[src/rtl/core/bvh_pkg.sv]
`timescale 1ns / 1ps
// ----------------------------------------------------------------------------
// bvh_pkg
// Shared types, constants and the byte-wide division step for the binomial
// valuation histogram core.
// ----------------------------------------------------------------------------
package bvh_pkg;

  localparam int VALUE_W  = 64;
  localparam int RADIX_W  = 5;
  localparam int BUCKET_W = 6;
  localparam int SIZE_W   = 64;
  localparam int CFG_ADDR_W = 3;
  localparam int CFG_DATA_W = 32;
  localparam int QBYTES_W = 4;

  localparam logic RADIX_IDX = 1'b0;
  localparam logic [RADIX_W-1:0] RADIX_RESET = 5'd2;
  localparam logic [RADIX_W-1:0] RADIX_MIN   = 5'd2;

  typedef enum logic [2:0] {
    CELL_HOLD,
    CELL_INIT,
    CELL_SUM,
    CELL_UPD,
    CELL_SHIFT
  } cell_mode_t;

  typedef struct packed {
    cell_mode_t         mode;
    logic [RADIX_W-1:0] digit;
    logic [RADIX_W-1:0] pdiff;
  } cell_ctl_t;

  typedef struct packed {
    logic               done;
    logic [RADIX_W-1:0] digit;
    logic               zero;
  } div_stat_t;

  typedef struct packed {
    logic [7:0]         q;
    logic [RADIX_W-1:0] r;
  } div_step_t;

  // Eight restoring steps: divide {r_in, b} by p, r_in < p.
  function automatic div_step_t div_byte(input logic [RADIX_W-1:0] r_in,
                                         input logic [7:0] b,
                                         input logic [RADIX_W-1:0] p);
    logic [RADIX_W:0]   t;
    logic [RADIX_W-1:0] r;
    div_step_t          res;
    r = r_in;
    res.q = '0;
    for (int i = 7; i >= 0; i--) begin
      t = {r, b[i]};
      if (t >= {1'b0, p}) begin
        t = t - {1'b0, p};
        res.q[i] = 1'b1;
      end
      r = t[RADIX_W-1:0];
    end
    res.r = r;
    return res;
  endfunction

  // Number of bytes up to and including the highest nonzero one.
  function automatic logic [QBYTES_W-1:0] sig_bytes(input logic [VALUE_W-1:0] v);
    logic [QBYTES_W-1:0] n;
    n = '0;
    for (int i = 0; i < VALUE_W / 8; i++) begin
      if (v[i*8 +: 8] != 8'd0) n = QBYTES_W'(i + 1);
    end
    return n;
  endfunction

endpackage

[src/rtl/core/bvh_cell.sv]
`timescale 1ns / 1ps
// ----------------------------------------------------------------------------
// bvh_cell
// One bucket of the borrow DP: path counts with and without a pending borrow
// for one borrow count. Hands its borrow paths up the chain on each digit
// and its count down the chain while the histogram drains.
// ----------------------------------------------------------------------------
module bvh_cell #(
  parameter int W    = 64,
  parameter bit HEAD = 1'b0
) (
  input  logic               clk,
  input  bvh_pkg::cell_ctl_t ctl,
  input  logic [W-1:0]       a_up,
  input  logic [W-1:0]       b_in,
  output logic [W-1:0]       a,
  output logic [W-1:0]       wb
);
  import bvh_pkg::*;

  logic [W-1:0] b;
  logic [W-1:0] s;

  // nb = d*(a+b) + a ; wb(k+1) = (p-d)*(a+b) - a
  assign wb = (s * W'(ctl.pdiff)) - a;

  always_ff @(posedge clk) begin
    unique case (ctl.mode)
      CELL_INIT: begin
        a <= W'(HEAD);
        b <= '0;
      end
      CELL_SUM:   s <= a + b;
      CELL_UPD: begin
        a <= (s * W'(ctl.digit)) + a;
        b <= b_in;
      end
      CELL_SHIFT: a <= a_up;
      default: ;
    endcase
  end

endmodule

[config.mk]
export PLATFORM = sky130hd
export DESIGN_NAME = bvh_cell
export DESIGN_NICKNAME = d
export VERILOG_FILES = /design/src/rtl/core/bvh_pkg.sv /design/src/rtl/core/bvh_cell.sv
export SDC_FILE = /design/constraint.sdc
export NUM_CORES = 2
export LEC_CHECK = 0
export ABC_AREA = 1
export BUFFER_PORTS_ARGS = -buffer_cell sky130_fd_sc_hd__buf_2
export CELL_PAD_IN_SITES_DETAIL_PLACEMENT = 1
export CELL_PAD_IN_SITES_GLOBAL_PLACEMENT = 2
export CORE_ASPECT_RATIO = 0.5
export CORE_UTILIZATION = 30
export CTS_BUF_LIST = sky130_fd_sc_hd__clkbuf_16
export DETAILED_ROUTE_END_ITERATION = 7
export PLACE_DENSITY = 0.75
export SETUP_SLACK_MARGIN = 0.2
export SLEW_MARGIN = 0
export SYNTH_ARGS = -nofsm -noshare
export SYNTH_HDL_FRONTEND = slang
export SYNTH_SLANG_ARGS = --single-unit
[constraint.sdc]
create_clock -name clk -period 7.5 [get_ports clk]
set_input_delay 0.375 -clock clk [delete_from_list [all_inputs] [get_ports clk]]
set_output_delay 0.375 -clock clk [all_outputs]
set_load 0.05 [all_outputs]
**Yosys cells after proc, flatten, opt, wreduce, memory -nomap -nowiden**

Cells that the tools add are included.

- Bits in registers: 192
- Output and inout port bits: 128
- Word-level logic and storage cells: 16

- Reductions and logical operators: 2
- Add/sub/neg operators: 3
- Multiplexer cells: 2
- Equality and inequality tests: 4
- Multipliers: 2

Operator list:

| operator | number |
|---|---|
| 64-bit one-hot mux with 3 select lines | 1 |
| 64-bit adder | 2 |
| 64-bit by 5-bit multiplier with 64-bit output | 2 |
| 64-bit one-hot mux with 2 select lines | 1 |
| 64-bit subtractor | 1 |
| 3-bit by 2-bit equality test with 1-bit output (second input constant) | 2 |
| 3-bit by 1-bit equality test with 1-bit output (second input constant) | 1 |
| 3-bit equality test (second input constant) | 1 |
| 3-bit nonzero test | 1 |
| 2-bit nonzero test | 1 |

**Longest topological paths before layout**

- Word-level depth: 3
- Gate-level depth with buffers: 26
- Depth with buffers taken out: 23

**Worst setup path after synthesis**

Ideal clock, no wire load.

- Path kind: input port to output port
- Start point: input ctl[0] in the netlist's numbering
- End point: output wb[34]
- Data required time: 7.125 ns
- Setup slack: 2.745 ns
- Data arrival time: 4.380 ns
- Stages: 18
- Path through: buf_2 -> buf_1 -> nand2_1 -> fa_1 -> inv_1 -> fa_1 -> inv_1 -> fa_1 -> inv_1 -> ha_1 -> nand2_1 -> nor2_1 -> inv_1 -> nor2_1 -> inv_1 -> o21ai_0 -> a21oi_1 -> xnor2_1

- Cells in the longest elaborated chain, start to end: 2

Ends and longest elaborated chain:

| what | RTL line | source |
|---|---|---|
| start, declared | bvh_cell.sv:13 | `input bvh_pkg::cell_ctl_t ctl,` |
| 64-bit by 5-bit multiplier with 64-bit output | bvh_cell.sv:25 | `assign wb = (s * W'(ctl.pdiff)) - a;` |
| 64-bit subtractor | bvh_cell.sv:25 |  |
| end, declared | bvh_cell.sv:17 | `output logic [W-1:0] wb` |

No other way between the ends.

**Worst setup path after layout**

- Start point: input ctl[1] in the netlist's numbering
- End point: output wb[47]

The elaborated chain is that of the path after synthesis.

==> results summary <==
The run finished, with violations left. The final reports fail on DRC. TritonCTS built the clock tree. The post-route setup TNS came out at 0 ns. The critical path data required time came out at about 7 ns. The register cell area after layout is 5770 um^2.

The tree is rooted in a sky130_fd_sc_hd__clkbuf_16. The iteration-0 DRC count of the detailed router came out at 3085. The share of flip-flops with an asynchronous set or reset is 0. The chip width came out at 506 um. The number of antenna violations at the first check in global routing is 15. The half-perimeter wire length after detailed placement came out at 159000 um.

The maximum operating frequency came out at 169 MHz. Synthesis produced 5682 cells. The area growth from synthesis to layout is 9.65%. Setup repair after global routing left no endpoint under its margin. The power per cell area is 476 nW/um^2. The leakage power summed over all cells is 23.1 nW. The maximum buffer depth of the clock tree is 2. The maximum clock skew at final layout came out at 0.0201 ns. Counting flops and latches in the post-synthesis netlist gives 192. The final layout contains routed wiring with a total length of 179000 um. For this configuration, the core starts out at a cell density of 0.303. The remaining global-route overflow came out at 0. The data arrival time at the worst-slack endpoint is 5.53 ns. The area used by multi-input combinational logic is 26300 um^2. The depth of the CTS H-tree came out at 4. The total nets after synthesis is 6505. Setup violations remaining at the end of the flow were counted as 0.

The count of pins over their slew limit came out at 0. The core region is between 100000 and 150000 um^2. In this run the count of I/O pins placed on the die edge is 270.

The main flop type after synthesis is sky130_fd_sc_hd__edfxtp_1. The setup slack after placement is 1.64 ns. The wire length per cell after detailed routing came out at 23.8 um. The global-route usage over all layers came out at 0.278. On the critical path, the stage with the largest delay is an instance of sky130_fd_sc_hd__buf_2. For the pin with the worst max-slew slack, the measured transition is 1.19 ns. Yosys printed 0 warnings.

The clock latency on the worst-skew pair came out at 0.51 ns. At the end of the flow, the number of nets in the layout was 6663. The clock period minus final worst setup slack is 5.90 ns. Across the VDD grid, the largest voltage drop is 0.425 mV.

The CTS buffer count is 17. The final cycle utilization of the critical path is 0.787. The most numerous cell on the critical path is sky130_fd_sc_hd__fa_1. The post-synthesis sequential area ratio came out at 0.151. The maximum fanout along the worst path is 55. The number of iterations in the first detailed-routing pass came out at 8. Once the clock tree was built, the setup fixing pass inserted 0 buffers. The die height is about 250 um. The number of global-route vias before repair is approximately 38000. The number of port buffers is approximately 270. The post-synthesis average cell area came out at 6.71 um^2. The maximum single-stage delay on the critical path came out at 0.84 ns. The critical path goes through buf_2 > nand2_1 > fa_1 > fa_1 > fa_1 > inv_1 > ha_1 > a21oi_1 > o21ai_0 > a21oi_1 > inv_1 > o21ai_0 > nand4_1 > nand2_1 > buf_2. The total die area came out at 129000 um^2. The share of final-layout standard cells stronger than drive strength 1 is 0.0880. The hold violation count in the final report is 0. The number of enable flip-flop cells after synthesis came out at between 150 and 200.

Synthesis instantiated 42 different standard cells from the library. The area of the mapped netlist is 38100 um^2. The final weighted congestion of routability-driven global placement came out at 1.01. Broken down by cell family, the worst path's largest delay share belongs to adder cells. In the post-route analysis, the smallest setup slack over all paths is between 1.5 and 2 ns.

For this run, design rule violations remaining after detail routing come to 2. The kind of critical path is in -> out. The hold buffer count at CTS came out at 0. The number of sinks handled by clock tree synthesis is between 150 and 200. The total buffers and inverters traversed by the critical path is 4.

The path class of the tightest hold or removal check is in -> reg. The largest net degree at the start of global routing came out at between 60 and 70. After filler insertion, the fill cell instance count of the layout stands at between 15000 and 20000.

The via density per instance came out at roughly 4.9. The first global-routing pass estimated 257000 um of wire. The clock-pin slew reported for the worst setup and hold paths after clock tree synthesis is 0.08 ns.

The count of standard-cell rows is 92. The worst setup path is launched from an input pin. The count of cells resized by post-cts repair came out at 0.

The number of max-cap violations came out at 0. The final route contains 36900 vias. The remaining max-slew budget at the tightest pin came out at 0.206.

The detail route stage leaves a number of antenna-violating nets equal to 0. The capturing element type of the critical path is a primary output.
-- synth_stat cells (5+ instances only) --
library cell,n,area share
sky130_fd_sc_hd__a21oi_1,234,0.031
sky130_fd_sc_hd__and2_1,5,0.00082
sky130_fd_sc_hd__buf_1,17,0.0017
sky130_fd_sc_hd__buf_2,8,0.0010
sky130_fd_sc_hd__clkbuf_1,125,0.012
sky130_fd_sc_hd__edfxtp_1,192,0.15
sky130_fd_sc_hd__fa_1,484,0.25
sky130_fd_sc_hd__ha_1,197,0.065
sky130_fd_sc_hd__inv_1,1437,0.14
sky130_fd_sc_hd__inv_2,22,0.0022
sky130_fd_sc_hd__nand2_1,1823,0.18
sky130_fd_sc_hd__nand2_2,47,0.0077
sky130_fd_sc_hd__nand3_1,190,0.025
sky130_fd_sc_hd__nand3_2,24,0.0063
sky130_fd_sc_hd__nand4_1,44,0.0072
sky130_fd_sc_hd__nor2_1,396,0.039
sky130_fd_sc_hd__nor2_2,64,0.010
sky130_fd_sc_hd__nor2_4,7,0.0021
sky130_fd_sc_hd__nor3_1,25,0.0033
sky130_fd_sc_hd__nor3_2,10,0.0026
sky130_fd_sc_hd__o21ai_0,161,0.021
sky130_fd_sc_hd__o21ai_1,23,0.0030
sky130_fd_sc_hd__o21bai_1,16,0.0031
sky130_fd_sc_hd__xnor2_1,24,0.0055
sky130_fd_sc_hd__xor2_1,66,0.015
-- metrics by stage --
stage          total power [W]   util  instances  hold slack, ns  instance area (um^2)
2_1_floorplan           0.0127      -       5682           0.513                 38100
3_3_place_gp            0.0185  0.327       7513           0.527                 41200
3_5_place_dp            0.0188  0.327       7513           0.532                 41200
4_1_cts                 0.0198  0.332       7544           0.102                 41800
5_1_grt                 0.0214  0.332       7545           0.141                 41800
6_report                0.0199  0.332       7546           0.142                 41800
-- cells in the final DEF, fill, tap and decap left out, types with 5 or more instances in the layout --
cell type                      n
sky130_fd_sc_hd__buf_2       269
sky130_fd_sc_hd__nor3_2       11
sky130_fd_sc_hd__o21bai_1     16
sky130_fd_sc_hd__o21ai_1      23
sky130_fd_sc_hd__nand2_2      47
sky130_fd_sc_hd__nor2_2       64
sky130_fd_sc_hd__a21oi_1     234
sky130_fd_sc_hd__ha_1        197
sky130_fd_sc_hd__nand4_1      44
sky130_fd_sc_hd__nand3_2      24
sky130_fd_sc_hd__clkbuf_16    17
sky130_fd_sc_hd__nor2_4        9
sky130_fd_sc_hd__inv_2        22
sky130_fd_sc_hd__edfxtp_1    192
sky130_fd_sc_hd__fa_1        484
sky130_fd_sc_hd__xor2_1       66
sky130_fd_sc_hd__buf_4        20
sky130_fd_sc_hd__nor2_1      394
sky130_fd_sc_hd__nand2_1    1822
sky130_fd_sc_hd__nor3_1       24
sky130_fd_sc_hd__o21ai_0     161
sky130_fd_sc_hd__and2_1        5
sky130_fd_sc_hd__inv_1      1437
sky130_fd_sc_hd__xnor2_1      24
sky130_fd_sc_hd__nand3_1     190
-- power by group --
| group | total, W | switching (W) | internal (W) |
|---|---|---|---|
| Clock | 0.000982 | 0.000482 | 0.000501 |
| Sequential | 0.00165 | 0.000300 | 0.00135 |
| Combinational | 0.0173 | 0.0128 | 0.00452 |
| Total | 0.0199 | 0.0135 | 0.00638 |
-- final timing paths --
path | start | to | slack (ns) | cells after the start
setup / recovery | ctl[1] | wb[47] | 1.60 | 15
hold / removal | a_up[27] | a[27] | 0.14 | 3
setup reg to reg | a[20] | a[34] | 2.36 | 19
hold reg to reg | b[0] | s[0] | 0.55 | 1
-- metal layers --
metal | routed length (um) | GRT usage
met1 | 90400 | 0.429
met3 | 12600 | 0.0424
met4 | 3230 | 0.0555
met5 | 16 | 0
met2 | 73000 | 0.403
-- sequential cells by signal (all words and copies together) (netlist names) --
register and cells:
a 64, b 64, s 64
-- layout make-up --
class | instances | area share
flip-flops and latches | 192 | 0.138
inverters | 1460 | 0.131
clock inverters | 14 | 0.00407
diodes | 2 | 0.000120
well taps | 1692 | 0.0506
clock buffers | 17 | 0.0102
repair buffers | 290 | 0.0363
multi-input cells | 3879 | 0.630
-- logic make-up after synthesis --
kind of cell    count (synthesis)  synth area share
buf+inv                      1611             0.159
flops                         192             0.151
simple gates                 2652             0.288
compound gates                456            0.0628
fa+ha+maj                     681             0.319
xor+xnor                       90            0.0207
-- worst min-delay path, cell delays in order --
cell and delay [ns]:
sky130_fd_sc_hd__buf_2 0.08, sky130_fd_sc_hd__nand2_1 0.04, sky130_fd_sc_hd__nand2_1 0.05
Power figures use the tool's default switching activity.
