### src/rtl/core/bvh_pkg.sv
`timescale 1ns / 1ps
// ----------------------------------------------------------------------------
// bvh_pkg
// Shared types, constants and the byte-wide division step for the binomial
// valuation histogram core.
// ----------------------------------------------------------------------------
package bvh_pkg;

  localparam int VALUE_W  = 64;
  localparam int RADIX_W  = 5;
  localparam int BUCKET_W = 6;
  localparam int SIZE_W   = 64;
  localparam int CFG_ADDR_W = 3;
  localparam int CFG_DATA_W = 32;
  localparam int QBYTES_W = 4;

  localparam logic RADIX_IDX = 1'b0;
  localparam logic [RADIX_W-1:0] RADIX_RESET = 5'd2;
  localparam logic [RADIX_W-1:0] RADIX_MIN   = 5'd2;

  typedef enum logic [2:0] {
    CELL_HOLD,
    CELL_INIT,
    CELL_SUM,
    CELL_UPD,
    CELL_SHIFT
  } cell_mode_t;

  typedef struct packed {
    cell_mode_t         mode;
    logic [RADIX_W-1:0] digit;
    logic [RADIX_W-1:0] pdiff;
  } cell_ctl_t;

  typedef struct packed {
    logic               done;
    logic [RADIX_W-1:0] digit;
    logic               zero;
  } div_stat_t;

  typedef struct packed {
    logic [7:0]         q;
    logic [RADIX_W-1:0] r;
  } div_step_t;

  // Eight restoring steps: divide {r_in, b} by p, r_in < p.
  function automatic div_step_t div_byte(input logic [RADIX_W-1:0] r_in,
                                         input logic [7:0] b,
                                         input logic [RADIX_W-1:0] p);
    logic [RADIX_W:0]   t;
    logic [RADIX_W-1:0] r;
    div_step_t          res;
    r = r_in;
    res.q = '0;
    for (int i = 7; i >= 0; i--) begin
      t = {r, b[i]};
      if (t >= {1'b0, p}) begin
        t = t - {1'b0, p};
        res.q[i] = 1'b1;
      end
      r = t[RADIX_W-1:0];
    end
    res.r = r;
    return res;
  endfunction

  // Number of bytes up to and including the highest nonzero one.
  function automatic logic [QBYTES_W-1:0] sig_bytes(input logic [VALUE_W-1:0] v);
    logic [QBYTES_W-1:0] n;
    n = '0;
    for (int i = 0; i < VALUE_W / 8; i++) begin
      if (v[i*8 +: 8] != 8'd0) n = QBYTES_W'(i + 1);
    end
    return n;
  endfunction

endpackage

### src/rtl/core/bvh_digit_div.sv
`timescale 1ns / 1ps
// ----------------------------------------------------------------------------
// bvh_digit_div
// Peels base-p digits off the value, least significant first. Long division
// by p runs one byte per cycle over the significant bytes of the quotient.
// ----------------------------------------------------------------------------
module bvh_digit_div (
  input  logic                          clk,
  input  logic                          rst,
  input  logic                          load,
  input  logic [bvh_pkg::VALUE_W-1:0]   value,
  input  logic                          go,
  input  logic [bvh_pkg::RADIX_W-1:0]   radix,
  output bvh_pkg::div_stat_t            stat
);
  import bvh_pkg::*;

  logic [VALUE_W-1:0]  quot;
  logic [QBYTES_W-1:0] qbytes;
  logic [2:0]          bidx;
  logic [RADIX_W-1:0]  rem;
  logic                topz;
  logic                running;

  logic [7:0]          cur_byte;
  div_step_t           step;
  logic                is_top;
  logic                topz_now;
  logic [QBYTES_W-1:0] qbytes_next;

  always_comb begin
    cur_byte    = quot[bidx*8 +: 8];
    step        = div_byte(rem, cur_byte, radix);
    is_top      = (QBYTES_W'(bidx) == qbytes - QBYTES_W'(1));
    topz_now    = is_top ? (step.q == 8'd0) : topz;
    // quotient loses at most its top byte per division (p < 256)
    qbytes_next = qbytes - QBYTES_W'(topz_now);
  end

  always_ff @(posedge clk) begin
    if (rst) begin
      running   <= 1'b0;
      stat.done <= 1'b0;
    end else begin
      stat.done <= 1'b0;
      if (load) begin
        quot    <= value;
        qbytes  <= sig_bytes(value);
        running <= 1'b0;
      end else if (go) begin
        if (qbytes == '0) begin
          stat.done  <= 1'b1;
          stat.digit <= '0;
          stat.zero  <= 1'b1;
        end else begin
          running <= 1'b1;
          bidx    <= 3'(qbytes - QBYTES_W'(1));
          rem     <= '0;
        end
      end else if (running) begin
        quot[bidx*8 +: 8] <= step.q;
        rem  <= step.r;
        topz <= topz_now;
        if (bidx == 3'd0) begin
          running    <= 1'b0;
          qbytes     <= qbytes_next;
          stat.done  <= 1'b1;
          stat.digit <= step.r;
          stat.zero  <= (qbytes_next == '0);
        end else begin
          bidx <= bidx - 3'd1;
        end
      end
    end
  end

endmodule

### config.mk
export PLATFORM = sky130hd
export DESIGN_NAME = bvh_digit_div
export DESIGN_NICKNAME = d
export VERILOG_FILES = /design/src/rtl/core/bvh_pkg.sv /design/src/rtl/core/bvh_digit_div.sv
export SDC_FILE = /design/constraint.sdc
export NUM_CORES = 1
export LEC_CHECK = 0
export BUFFER_PORTS_ARGS = -buffer_cell sky130_fd_sc_hd__clkbuf_2
export CORE_MARGIN = 1.5
export CORE_UTILIZATION = 35
export DETAILED_ROUTE_END_ITERATION = 6
export PLACE_DENSITY_LB_ADDON = 0.08
export SLEW_MARGIN = 20
export SYNTH_ARGS = -nofsm -noshare
export SYNTH_HDL_FRONTEND = slang
export SYNTH_SLANG_ARGS = --single-unit
### constraint.sdc
create_clock -name clk -period 22.5 [get_ports clk]
set_clock_uncertainty 0.05 [all_clocks]
set_input_delay 2.25 -clock clk [delete_from_list [all_inputs] [get_ports clk]]
set_output_delay 2.25 -clock clk [all_outputs]
set_load 0.05 [all_outputs]
* Yosys cells after proc, flatten, opt, wreduce, memory -nomap -nowiden
Cells that the tools add are included.
** Word-level totals
- Latch bits :: 0
- Bits in registers :: 85
- Output and inout port bits :: 7
- Input port bits :: 73
- Word-level logic and storage cells :: 111
- Memories kept :: 0
- Memory bits (writable) :: 0
- Bits in read-only memories :: 0
** Cells by class
- Divide/modulo/power cells :: 0
- $lt $le $gt $ge :: 8
- $add $sub $neg :: 12
- Eq/ne operators :: 5
- Muxes and demuxes :: 48
- Multiply operators :: 0
- Bitwise gates (word level) :: 3
- Reductions and logical operators :: 23
- Shift operators :: 3
** Operators with widths (count)
- $mux 64 :: 3
- $bwmux 64 :: 1
- $reduce_bool 8->1 :: 8
- $shift 8x34->64 const A :: 1
- $shiftx 64x7->8 :: 1
- $shiftx 8x34->64 :: 1
- $mux 5 :: 11
- $ge 6x5->1 :: 8
- $mux 4 :: 11
- $sub 5x5->5 :: 8
- $neg 6->34 :: 1
- $mux 7 :: 4
- $mux 1 :: 14
- $mux 3 :: 4
- $reduce_and 4->1 :: 3
- $reduce_and 5->1 :: 2
- $logic_not 4->1 :: 2
- $logic_not 8->1 :: 1
- $reduce_bool 2->1 :: 4
- $ne 2x2->1 const B :: 3
- $eq 3x4->1 :: 1
- $sub 4x1->4 :: 1
- $sub 4x1->4 const B :: 1
- $logic_not 3->1 :: 1
- 5 further kinds :: 7

* Logic depth before layout (Yosys ltp)
Gate-level depths: netlist of the first run.
- Depth in word-level cells :: 24
- Mapped depth :: 84

* Least setup slack after synthesis of the first run
No wires, ideal clock.
- Path kind :: input port to flip-flop
- From :: input port radix[1] (netlist bit)
- To :: register stat[0] (netlist bit) (data pin)
- Slack :: 6.297 ns
- Data arrival time :: 15.984 ns
- Buffers on the path :: 6
- Stages :: 74
- Data required time :: 22.281 ns
- Setup time :: 0.169 ns
- Path through :: inv_1 > fa_1 > a21oi_1 > o22ai_1 > nor2_1 > mux2_2 > fa_1 > nand2b_1 > o2bb2ai_1 > a21oi_1 > nor3_1 > clkbuf_1 > nand2_1 > nand2_1 > ha_1 > nor2_1 > a21oi_1 > o22ai_1 > [38 not listed] > nand2_1 > and2_1 > o2111ai_1 > o21ai_2 > mux2_2 > fa_1 > a21boi_0 > o21ai_0 > nand2b_1 > a21oi_1 > o31a_4 > buf_6 > a22o_1 > ha_1 > ha_1 > xnor2_1 > nand3_1 > o31ai_1
** On the way
- Cells in the longest elaborated chain, start to end :: 23
- Elaborated cells between the ends (all ways) :: 37
- Classes of those cells :: 8 x add/sub; 8 x order compare; 19 x mux; 2 x reduce/logical
** Ends and longest elaborated chain
- from (decl) :: line bvh_digit_div.sv:13 : input logic [bvh_pkg::RADIX_W-1:0] radix,
- $sub 5x5->5 or $ge 6x5->1 (tied branches) :: line bvh_pkg.sv:58, bvh_pkg.sv:57
- $mux 5 :: line bvh_pkg.sv:57 : if (t >= {1'b0, p}) begin
- $sub 5x5->5 or $ge 6x5->1 (tied branches) :: line bvh_pkg.sv:58, bvh_pkg.sv:57
- $mux 5 :: line bvh_pkg.sv:57
- $sub 5x5->5 or $ge 6x5->1 (tied branches) :: line bvh_pkg.sv:58, bvh_pkg.sv:57
- $mux 5 :: line bvh_pkg.sv:57
- $sub 5x5->5 or $ge 6x5->1 (tied branches) :: line bvh_pkg.sv:58, bvh_pkg.sv:57
- $mux 5 :: line bvh_pkg.sv:57
- [8 not listed]
- $logic_not 8->1 (*) :: line bvh_digit_div.sv:35 : topz_now = is_top ? (step.q == 8'd0) : topz;
- $mux 1 (*) :: line bvh_digit_div.sv:35
- net topz_now :: line bvh_digit_div.sv:28 : logic topz_now;
- $sub 4x1->4 (*) :: line bvh_digit_div.sv:37 : qbytes_next = qbytes - QBYTES_W'(topz_now);
- $logic_not 4->1 (*) :: line bvh_digit_div.sv:69 : stat.zero <= (qbytes_next == '0);
- $mux 7 (*) :: line bvh_digit_div.sv:64 : if (bidx == 3'd0) begin
- $mux 7 (*) :: line bvh_digit_div.sv:60 : end else if (running) begin
- $mux 7 (*) :: line bvh_digit_div.sv:50 : end else if (go) begin
- to (decl) :: line bvh_digit_div.sv:14 : output bvh_pkg::div_stat_t stat
The timed path passes the listed nets; every way through them passes the cells marked *. The select of a mux whose other input is x is not followed.
A chain may end at the register's enable or synchronous reset.

* Final worst setup path of the first run
Ends and elaborated chain as after synthesis.

==> flow_summary.json, run 1 <==
{
  "status": "finished, final reports clean",
  "synth_area_um2": 6690,
  "synth.most_common_cell": "edfxtp_1",
  "drive_gt1_frac": 0.191,
  "fin_tns_setup_ns": 0,
  "synth-edff-count": 83,
  "cts_tree": "built",
  "grt_util_met3": 0.0431,
  "synth_cell_types": 72,
  "synth.area.mux_share": 0.100,
  "synth-seq-cells": 85,
  "synth_area_leaders": "edfxtp_1, ha_1, mux4_2",
  "vias_per_cell": 5.96,
  "synth-seq-area-share": 0.379,
  "use_met1": 0.335,
  "fin_crit_ns": 20.27,
  "timing.critical_path.slowest_stage_cell": "o21ai_1",
  "final_cells": 976,
  "ios": 80,
  "grt_max_degree": 87,
  "cp-endpoint": "stat[0]$_DFFE_PP_",
  "crit_path_end_kind": "flop",
  "core_area_um2": 18700,
  "hold_viol": 0,
  "ys.flop_type": "edfxtp_1",
  "drt_wl_total_um": 23000,
  "die_y_um": 141,
  "cts_resized": 0,
  "synth_top_area_share": 0.373,
  "clock_path_buffers": 2,
  "yosys.area.top_type": "edfxtp_1",
  "cts_buffers": 9,
  "crit_arrival_ns": 20.41,
  "place_area_um2": 7300,
  "finalSetupViolCount": 0,
  "synth_fp_nets": 797,
  "max_cap_violations": 0,
  "slew_viol_final": 0,
  "min_path_type": "reg -> reg",
  "whs_ns": 0.540,
  "grtUsageMet2": 0.358,
  "reg2reg_slack_ns": 3.15,
  "antenna_found_initial": 0,
  "grt_pass1_wl_um": 34000,
  "overflow": 0,
  "synth-simple-area-share": 0.145,
  "clock.fmax_mhz": 49.3,
  "die_w_um": 141,
  "root_buffer": "clkbuf_16",
  "wl_per_cell_um": 23.6,
  "grt-busiest-layer": "met2",
  "r2r_end": "stat[0]$_DFFE_PP_",
  "slew_headroom": 0.287,
  "num-fill-cells": 1859,
  "synth_cells": 668,
  "num-nets-final": 866,
  "io_buffers": 79,
  "via_count": 5814,
  "cts_setup_buffers": 0,
  "synthArstFlopShare": 0,
  "synthToLayoutAreaGrowth_pct": 13.8,
  "max_stage_delay_ns": 0.87,
  "ys_top_cells_by_count": "edfxtp_1, nand2_1, o21ai_0, ha_1, nor2_1",
  "clkTransAtPathRegs_ns": 0.07,
  "worstSetupPathType": "in -> reg",
  "postRouteAntennaNets": 0,
  "worstRegToRegCells": 72,
  "worstMarginPinSlew_ns": 1.07,
  "period_share": 0.901,
  "rsz0062_at_grt": "no",
  "dr.pass1.iters": 6,
  "synth.avg_cell_area_um2": 10.0,
  "cp-start-kind": "input pin",
  "drc": 0,
  "placed_cells": 960,
  "cts-hold-fix-buffers": 0,
  "die-area_um2": 20000,
  "row_count": 50,
  "first_iter_violations": 600,
  "crit_top_cell": "a21oi_1",
  "insertion_delay_ns": 0.36,
  "grt_pass1_vias": 5580,
  "synth-compound-area-share": 0.182,
  "crit_start": "radix[1]",
  "cts_sinks": 85,
  "yosys.area_share.xor_xnor": 0.0419,
  "r2r-start": "bidx[1]$_DFFE_PP_",
  "gr-usage-all-layers": 0.232,
  "gp_congestion": 0.964,
  "num_antenna_cells": 0,
  "ys_warn_count": 0,
  "stdcell_area_um2": 7610,
  "required_ns": 22.63,
  "initial_core_util": 0.358,
  "critPathMaxFanout": 14,
  "ctsHtreeMaxLevel": 3,
  "dp_hpwl_um": 17800,
  "synth_top_family_by_area": "compound AO/OA/AOI/OAI gates",
  "yosys.area_share.adder": 0.114
}
## state kept, by name, indices dropped and copies added (netlist names)
signal	count
running	1
qbytes	4
quot	64
stat	7
topz	1
bidx	3
rem	5
## worst min-delay path by stage
stage	startpoint	endpoint	slack, ns	cells after the start
final	qbytes[0]$_DFFE_PP_	bidx[0]$_DFFE_PP_	0.54	1
after global placement	running$_SDFFE_PP0N_	running$_SDFFE_PP0N_	0.52	2
after CTS	qbytes[0]$_DFFE_PP_	bidx[0]$_DFFE_PP_	0.55	1
after floorplan	running$_SDFFE_PP0N_	running$_SDFFE_PP0N_	0.49	2
after global routing	qbytes[0]$_DFFE_PP_	bidx[0]$_DFFE_PP_	0.55	1
after detailed placement	qbytes[0]$_DFFE_PP_	bidx[0]$_DFFE_PP_	0.54	1
## layout by cell type, fill, tap and decap left out, types with 9 or more instances in the layout
cell	synthesis	layout
clkbuf_2	0	79
nor4_1	15	15
inv_1	36	36
nor2_1	43	43
edfxtp_1	83	83
clkbuf_16	0	9
nand2b_1	10	10
a22o_1	18	18
nor2b_1	10	10
mux2i_1	20	20
xnor2_1	19	19
a21oi_1	33	32
o21ai_0	63	63
nand2_1	79	79
xor2_1	13	13
mux4_2	16	16
ha_1	48	48
## worst max-delay path: cells and delay by family
family | cells | cell delay (ns)
buffers and inverters | 6 | 1.31
and+or+nand+nor | 15 | 3.38
adders and majority gates | 10 | 3.72
muxes | 7 | 2.93
xor gates and xnor gates | 1 | 0.19
AOI/OAI and AO/OA | 30 | 6.59
## stage by stage
stage,setup WS (ns),utilization
6_report,2.23,0.407
5_1_grt,0.980,0.407
4_1_cts,2.41,0.407
3_5_place_dp,2.06,0.390
3_3_place_gp,2.76,0.390
2_1_floorplan,6.30,-
## per-layer routing
metal / vias to the layer above / share of wire
li1: 2662 / -
met1: 2846 / 0.45
met2: 280 / 0.45
met3: 26 / 0.083
met4: 0 / 0.014
met5: - / 0
## final cells by class
class / count / area (µm²) / share of cell area
clock buffers: 9 / 225 / 0.0296
clock inverters: 7 / 82.6 / 0.0108
inverters: 37 / 139 / 0.0182
multi-input cells: 519 / 3900 / 0.512
flip-flops and latches: 85 / 2530 / 0.333
well taps: 234 / 293 / 0.0385
repair buffers: 85 / 440 / 0.0578
## logic make-up (layout without fill, tap and decap cells)
kind of cell | after synthesis | after routing
xor+xnor | 32 | 32
mux | 45 | 45
buf+inv | 64 | 138
flops | 85 | 85
fa+ha+maj | 56 | 56
simple gates | 203 | 203
compound gates | 183 | 183
Power of run 1 is left out: the tool's default activity adds up to more than one toggle a clock period on the data nets, which glitch-free logic cannot reach.
==> inputs of run 2 (changes only) <==
--- a/config.mk
+++ b/config.mk
@@ -8,8 +8,9 @@
 export BUFFER_PORTS_ARGS = -buffer_cell sky130_fd_sc_hd__clkbuf_2
 export CORE_MARGIN = 1.5
 export CORE_UTILIZATION = 35
+export CTS_CLUSTER_SIZE = 24
 export DETAILED_ROUTE_END_ITERATION = 6
-export PLACE_DENSITY_LB_ADDON = 0.08
+export PLACE_DENSITY = 0.56
 export SLEW_MARGIN = 20
 export SYNTH_ARGS = -nofsm -noshare
 export SYNTH_HDL_FRONTEND = slang
==> flow_summary.json, run 2 (same netlist as run 1, synthesis figures left out) <==
{
  "worstSetupPathType": "in -> reg",
  "worstMarginPinSlew_ns": 1.11,
  "crit_arrival_ns": 20.60,
  "dr.pass1.iters": 7,
  "slew_headroom": 0.261,
  "cp-start-kind": "input pin",
  "clkTransAtPathRegs_ns": 0.06,
  "cts_sinks": 85,
  "gp_congestion": 0.941,
  "via_count": 5819,
  "cts_buffers": 9,
  "num-fill-cells": 1804,
  "hold_viol": 0,
  "num-nets-final": 864,
  "max_stage_delay_ns": 0.83,
  "synthToLayoutAreaGrowth_pct": 13.8,
  "mostFrequentLayoutCell": "edfxtp_1",
  "row_count": 50,
  "cts_resized": 0,
  "die_y_um": 141,
  "crit_path_end_kind": "flop",
  "clock_path_buffers": 2,
  "status": "finished, final reports clean",
  "slew_viol_final": 0,
  "postRouteAntennaNets": 0,
  "root_buffer": "clkbuf_16",
  "layout_common_cells": "edfxtp_1, nand2_1, clkbuf_2",
  "largest_register_ffs": 64,
  "clock.fmax_mhz": 48.8,
  "vias_per_cell": 5.97,
  "fin_tns_setup_ns": 0,
  "cts_setup_buffers": 0,
  "core_area_um2": 18700,
  "required_ns": 22.62,
  "crit_top_cell": "a21oi_1",
  "insertion_delay_ns": 0.35,
  "fin_crit_ns": 20.47,
  "grt_max_degree": 87,
  "grt_pass1_vias": 5505,
  "first_iter_violations": 532,
  "multi_input_area_um2": 3900,
  "timing.critical_path.slowest_stage_cell": "o21ai_1",
  "initial_core_util": 0.358,
  "placed_cells": 958,
  "seq_area_um2": 2530,
  "reg2reg_slack_ns": 2.98,
  "dp_hpwl_um": 17000,
  "io_buffers": 79,
  "antenna_found_initial": 0,
  "ios": 80,
  "drc": 0,
  "drive_gt1_frac": 0.188,
  "num_antenna_cells": 0,
  "wl_per_cell_um": 22.1,
  "cts_tree": "built",
  "cts-hold-fix-buffers": 0,
  "die-area_um2": 20000,
  "max_flop_register": "quot",
  "final_cells": 974,
  "overflow": 0,
  "max_cap_violations": 0,
  "finalSetupViolCount": 0,
  "gr-usage-all-layers": 0.215,
  "critPathMaxFanout": 14,
  "period_share": 0.910,
  "drt_wl_total_um": 21500,
  "die_w_um": 141,
  "min_path_type": "reg -> reg",
  "reg_top3": "quot (64), stat (7), rem (5)",
  "ctsHtreeMaxLevel": 3,
  "grt_pass1_wl_um": 32100,
  "rsz0062_at_grt": "no"
}
## run 2: critical path: cells and delay by family
kind / cells / cell delay, ns
buffers and inverters: 6 / 1.20
AOI/OAI and AO/OA: 32 / 8.20
and+or+nand+nor: 14 / 3.15
xor gates and xnor gates: 1 / 0.14
muxes: 5 / 2.07
adders and majority gates: 10 / 3.58
## run 2: routing by layer
layer	wire, µm	global-route usage
met4	281	0.0543
met2	9500	0.328
met1	9870	0.309
met5	0	0
met3	1880	0.0493
## run 2: stage by stage
step / hold slack [ns] / utilization / setup slack (ns) / cell area [µm²]
detailed placement: 0.533 / 0.390 / 2.02 / 7290
global route: 0.564 / 0.407 / 0.793 / 7610
floorplan: 0.485 / - / 6.30 / 6690
global placement: 0.519 / 0.390 / 2.39 / 7290
CTS: 0.546 / 0.407 / 2.33 / 7610
finish: 0.543 / 0.407 / 2.03 / 7610
## run 2: cell type report
cell class | count | area share
clock buffers | 9 | 0.0296
clock inverters | 7 | 0.0135
inverters | 37 | 0.0182
multi-input cells | 519 | 0.512
flip-flops and latches | 85 | 0.333
well taps | 234 | 0.0384
repair buffers | 83 | 0.0559
## run 2: path summary, 6_finish.rpt
check | start | to | depth (start not counted)
max | radix[1] | stat[0]$_DFFE_PP_ | 68
min | running$_SDFFE_PP0N_ | running$_SDFFE_PP0N_ | 2
max reg2reg | bidx[1]$_DFFE_PP_ | stat[0]$_DFFE_PP_ | 71
min reg2reg | running$_SDFFE_PP0N_ | running$_SDFFE_PP0N_ | 2
Power of run 2 is left out for the same reason.
==> inputs of run 3 (changes only) <==
--- a/config.mk
+++ b/config.mk
@@ -6,6 +6,7 @@
 export NUM_CORES = 1
 export LEC_CHECK = 0
 export BUFFER_PORTS_ARGS = -buffer_cell sky130_fd_sc_hd__clkbuf_2
+export CORE_ASPECT_RATIO = 0.6
 export CORE_MARGIN = 1.5
 export CORE_UTILIZATION = 35
 export CTS_CLUSTER_SIZE = 24
==> flow_summary.json, run 3 (same netlist as run 1, synthesis figures left out) <==
{
  "die_y_um": 110,
  "fin_tns_setup_ns": 0,
  "finalSetupViolCount": 0,
  "antenna_found_initial": 1,
  "row_count": 38,
  "postRouteAntennaNets": 0,
  "num-nets-final": 865,
  "root_buffer": "clkbuf_16",
  "hold_start": "qbytes[0]$_DFFE_PP_",
  "largest_register_ffs": 64,
  "reg2reg_slack_ns": 2.82,
  "synthToLayoutAreaGrowth_pct": 13.7,
  "via_count": 5827,
  "ctsHtreeMaxLevel": 3,
  "grt_pass1_vias": 5582,
  "grt_pass1_wl_um": 33300,
  "io_buffers": 79,
  "first_iter_violations": 708,
  "insertion_delay_ns": 0.34,
  "r2r_end": "stat[0]$_DFFE_PP_",
  "cts-hold-fix-buffers": 0,
  "cts_resized": 0,
  "critPathMaxFanout": 14,
  "clkTransAtPathRegs_ns": 0.06,
  "required_ns": 22.61,
  "clock.fmax_mhz": 48.4,
  "drt_wl_total_um": 22300,
  "hold_viol": 0,
  "overflow": 0,
  "die_w_um": 181,
  "max_flop_register": "quot",
  "slew_viol_final": 0,
  "dr.pass1.iters": 5,
  "grt_max_degree": 87,
  "cts_buffers": 9,
  "max_stage_delay_ns": 0.79,
  "min_to": "bidx[0]$_DFFE_PP_",
  "cp-start-kind": "input pin",
  "gr-usage-all-layers": 0.228,
  "worstRegToRegCells": 73,
  "reg_top3": "quot (64), stat (7), rem (5)",
  "timing.critical_path.slowest_stage_cell": "o21ai_1",
  "drive_gt1_frac": 0.190,
  "status": "finished, final reports clean",
  "core_area_um2": 18400,
  "crit_arrival_ns": 20.78,
  "drc": 0,
  "worstMarginPinSlew_ns": 1.13,
  "min_path_type": "reg -> reg",
  "mostFrequentLayoutCell": "edfxtp_1",
  "layout_common_cells": "edfxtp_1, nand2_1, clkbuf_2",
  "gp_congestion": 0.913,
  "cts_setup_buffers": 0,
  "cts_sinks": 85,
  "fin_crit_ns": 20.67,
  "max_cap_violations": 0,
  "slew_headroom": 0.243,
  "vias_per_cell": 5.94,
  "ios": 80,
  "dp_hpwl_um": 17700,
  "r2r-start": "bidx[1]$_DFFE_PP_",
  "wl_per_cell_um": 22.8,
  "worstSetupPathType": "in -> reg",
  "cts_tree": "built",
  "setup_slack_ns": 1.83,
  "period_share": 0.919,
  "dp_slack_ns": 1.89,
  "num-fill-cells": 1789,
  "hold_path_depth": 1,
  "num_antenna_cells": 0,
  "clock_path_buffers": 2,
  "crit_path_end_kind": "flop",
  "die-area_um2": 20000,
  "rsz0062_at_grt": "no",
  "initial_core_util": 0.364
}
## run 3: routing by layer
layer  vias up  GRT usage  part of all wire
met5         -          0           0.00045
met4         2     0.0458             0.011
met3        30     0.0805              0.11
met2       286      0.321              0.40
met1      2847      0.333              0.48
li1       2662          -                 -
## run 3: how the worst max path moves through the flow
stage,from,to,slack [ns],cells after the start
after floorplan,radix[1],stat[0]$_DFFE_PP_,6.30,74
after detailed placement,radix[1],stat[0]$_DFFE_PP_,1.89,70
after global routing,radix[1],stat[0]$_DFFE_PP_,0.53,71
after CTS,radix[1],stat[0]$_DFFE_PP_,2.22,70
final,radix[1],stat[0]$_DFFE_PP_,1.83,70
after global placement,radix[1],stat[0]$_DFFE_PP_,2.85,69
## run 3: worst max-delay path, delay by kind of cell
kind	cells	cell delay (ns)
AOI/OAI and AO/OA	31	7.51
xor gates and xnor gates	1	0.15
adders and majority gates	10	3.41
buffers and inverters	7	1.44
muxes	6	2.57
and+or+nand+nor	15	3.42
## run 3: layout make-up
class | instances | area [µm²] | share of cell area
clock buffer | 9 | 225 | 0.0296
clock inverter | 7 | 73.8 | 0.00971
inverter | 37 | 139 | 0.0183
multi-input combinational | 519 | 3900 | 0.513
sequential | 85 | 2530 | 0.333
tap | 240 | 300 | 0.0395
timing repair buffer | 84 | 433 | 0.0569
## run 3: per-stage QoR
stage               utilization  area, µm²  std cells  hold slack [ns]
finish                    0.413       7600        981            0.531
detailed placement        0.397       7300        965            0.515
global placement          0.397       7300        965            0.524
floorplan                     -       6690        668            0.485
CTS                       0.413       7600        981            0.535
global route              0.413       7600        981            0.582
Power of run 3 is left out for the same reason.
